==> config.mk <==
export PLATFORM = sky130hd
export DESIGN_NAME = mark_area
export DESIGN_NICKNAME = d
export VERILOG_FILES = /design/src/hdl/mark_pkg.sv /design/src/hdl/mark_area.sv
export SDC_FILE = /design/constraint.sdc
export NUM_CORES = 2
export LEC_CHECK = 0
export BUFFER_PORTS_ARGS = -buffer_cell sky130_fd_sc_hd__clkbuf_2
export CAP_MARGIN = 20
export CORE_UTILIZATION = 33
export DETAILED_ROUTE_END_ITERATION = 16
export PLACE_DENSITY_LB_ADDON = 0.05
export SETUP_SLACK_MARGIN = 0.5
export SLEW_MARGIN = 10
export SYNTH_ARGS = -nofsm -noshare
export SYNTH_HDL_FRONTEND = slang
export SYNTH_SLANG_ARGS = --single-unit
export TNS_END_PERCENT = 20
==> constraint.sdc <==
create_clock -name clk -period 8.7 [get_ports clk]
set_input_delay 0.435 -clock clk [delete_from_list [all_inputs] [get_ports clk]]
set_output_delay 0.435 -clock clk [all_outputs]
set_load 0.005 [all_outputs]
==> src/hdl/mark_pkg.sv <==
// Shared types and constants for the minimum-area k-point rectangle search.
package mark_pkg;

  localparam int AREA_BITS = 63;
  localparam int KMIN_BITS = 7;
  localparam logic [AREA_BITS-1:0] AREA_MAX = {AREA_BITS{1'b1}};
  localparam logic [KMIN_BITS-1:0] KMIN_RESET = 7'd2;
  localparam logic [KMIN_BITS-1:0] KMIN_FLOOR = 7'd2;

  typedef enum logic [4:0] {
    S_LOAD,
    S_SI, S_SK, S_SC, S_SW,
    S_LI, S_LK, S_RI, S_RK,
    S_IC, S_IW, S_IE,
    S_HC, S_DI, S_DC, S_MU, S_CM,
    S_DONE
  } state_t;

endpackage

==> src/hdl/mark_area.sv <==
// Shared area unit: registered height times width with saturation.
module mark_area
  import mark_pkg::*;
#(
  parameter int COORD_BITS = 31
) (
  input  logic                  clk,
  input  logic                  en,
  input  logic [COORD_BITS-1:0] dy,
  input  logic [COORD_BITS-1:0] dx,
  output logic [AREA_BITS-1:0]  area
);

  localparam int PW = 2 * COORD_BITS;
  localparam int EW = (PW > AREA_BITS) ? PW : AREA_BITS;

  logic [PW-1:0] prod;
  logic [EW-1:0] prod_w;

  // Hold the product for the compare step
  always_ff @(posedge clk) begin
    if (en) begin
      prod <= dy * dx;
    end
  end

  // Clamp anything above the largest representable area
  always_comb begin
    prod_w = EW'(prod);
    if (prod_w > EW'(AREA_MAX)) begin
      area = AREA_MAX;
    end else begin
      area = prod_w[AREA_BITS-1:0];
    end
  end

endmodule

==> impl_metrics.toml <==
[final_layout]
seq_area_um2 = 1862
largest_register_ffs = 62
drive_gt1_frac = 0.07744
reg_top3 = "prod (62)"
final_area_um2 = 35810
final_cells = 4854
nNetsFinal = 4715
area_growth_pct = 7.895
multi_input_area_um2 = 27630
fillCellCount = 10230
regMostFlops = "prod"

[hold_path]
hold_class = "in -> reg"
min_to = "prod[54]"
hold_path_depth = 2
min_from = "en"

[yosys]
yosysTopAreaCell = "fa_1"
synth-simple-area-share = 0.1718
muxShareOfSynthArea = 0.0003393
ys_types = 59
ys.flop_type = "edfxtp_1"
synth_seq_cells = 62
synthArstFlopShare = 0
synth_xor_area_frac = 0.01583
netlist_area_um2 = 33190
yosysMostFrequentCell = "fa_1"
yosys-top-cells-area = "fa_1 50%, and2_1 9.9%, ha_1 9.6%, inv_1 8.7%, edfxtp_1 5.6%"
synth_edf_count = 62
synth_commonest_cells = "837 x fa_1, 768 x inv_1, 525 x and2_1"
avgSynthCellArea_um2 = 9.423
synthAdderAreaFrac = 0.6010
yosysSeqAreaShare = 0.05610
syn-num-nets = 4678
synth_top_family_by_area = "adder cells"
syn_inst = 3522
yosys_warnings = 0
synth_compound_area_frac = 0.04309
synth_top_area_frac = 0.5049

[critical_path]
cp.required_ns = 8.78
startpoint_type = "input pin"
end_kind = "register"
path_class = "in -> reg"
cp.arrival_ns = 8.08
critPathMaxFanout = 22
crit_start = "dx[14]"

[route]
first_iter_violations = 944
wl_mm = 105.8
wire_per_inst_um = 21.80
drc_errors = 0
viasPerCell = 4.785
antenna_left = 0
drt_pass1_iterations = 4
vias = 23230

[place]
dpl_cell_area_um2 = 35460
place_ws_ns = 0.2099
portBuffers = 125
placed_cells = 4835
hpwl_mm = 91.16
globalplace.congestion = 0.8312

[floorplan]
num_io_pins = 127
core_um2 = 98990
die_h_um = 319.1
die-width_um = 319.1
rows = 115
start_util = 0.3352
fp.dieArea_um2 = 101800

[timing]
fin_crit_sh = 0.9191
slew_headroom = 0.4173
fin_crit_ns = 7.996
max_slew.worst_pin.slew_ns = 0.8740
rsz0062_at_grt = "true"
max_freq_mhz = 125.1
tns_ns = 0
finalSetupViolCount = 0
worst_slack_ns = 0.7042
hold_violations = 0
final_max_slew_viol_count = 0

[clock_tree]
htreeDepth = 3
clockBufferDepth = 2
clk_pin_slew_ns = 0.06
clock-sinks = 62
numCtsBuffers = 9
cts_tree = "built"
cts_root_buf = "clkbuf_16"

[global_route]
grt_pass1_wl_mm = 163.9
grt_pass1_vias = 26780
grt_usage = 0.2142
antenna_found_initial = 15
grt.overflow.total = 0
grt_max_degree = 63

[run_status]
status = "finished, final reports clean"

[job]
cap_violations = 0
==> metal layers <==
| metal | share of wire | vias up | GRT usage |
|---|---|---|---|
| li1 | - | 10390 | - |
| met1 | 0.40 | 12370 | 0.2569 |
| met2 | 0.56 | 376 | 0.4186 |
| met3 | 0.022 | 91 | 0.01372 |
| met4 | 0.020 | 4 | 0.03654 |
| met5 | 0.00025 | - | 0 |
==> layout by cell type, fill, tap and decap left out, types with 31 or more instances in the layout <==
master	count
edfxtp_1	62
xnor2_1	37
a21o_1	49
nand2_1	482
fa_1	837
ha_1	254
inv_1	768
nor2_1	31
a21oi_1	60
buf_4	115
and2_1	525
clkbuf_2	109
==> cell type report <==
| class | count | share of cell area |
|---|---|---|
| multi-input cells | 2478 | 0.7715 |
| repair buffers | 240 | 0.04200 |
| flip-flops and latches | 62 | 0.05200 |
| clock buffers | 9 | 0.006290 |
| clock inverters | 7 | 0.002481 |
| diodes | 3 | 0.0002097 |
| well taps | 1287 | 0.04497 |
| inverters | 768 | 0.08051 |
==> critical path: stages <==
cell and delay, ns:
clkbuf_2 0.50, buf_4 0.29, and2_1 0.16, fa_1 0.44
fa_1 0.52, inv_1 0.05, fa_1 0.45, fa_1 0.46
inv_1 0.11, fa_1 0.47, fa_1 0.53, fa_1 0.64
fa_1 0.46, ha_1 0.40, a21o_1 0.19, a21oi_1 0.13
nor2b_1 0.07, a2111oi_2 0.55, a211oi_2 0.22, o211ai_1 0.31
a31oi_1 0.22, a221oi_2 0.30, xnor2_1 0.13
==> repair_timing <==
item	in CTS	in global routing
setup endpoints to repair	0	9
resized for setup	0	24
hold buffers	0	0
setup buffers	0	0
==> worst max path at each step <==
stage                    end  slack (ns)  depth (start not counted)
finish              prod[58]        0.70                         23
global route        prod[60]        0.50                         24
CTS                 prod[58]        0.52                         22
detailed placement  prod[58]        0.21                         22
global placement    prod[54]        0.20                         21
floorplan           prod[60]        1.64                         25
==> kinds of logic after synthesis <==
| logic type | count (synthesis) |
|---|---|
| simple gates | 1114 |
| compound gates | 210 |
| xor+xnor | 60 |
| buf+inv | 982 |
| flops | 62 |
| fa+ha+maj | 1092 |
| other cells | 1 |
| mux | 1 |
==> stage by stage <==
stage,util,hold WS [ns]
6_report,0.3617,0.7673
4_1_cts,0.3614,0.7915
3_3_place_gp,0.3582,0.8397
3_5_place_dp,0.3582,0.8387
2_1_floorplan,-,0.5475
5_1_grt,0.3617,0.8278
Power is not shown: default switching activity piles up to over one toggle a cycle in this logic, so the estimate is an artifact.
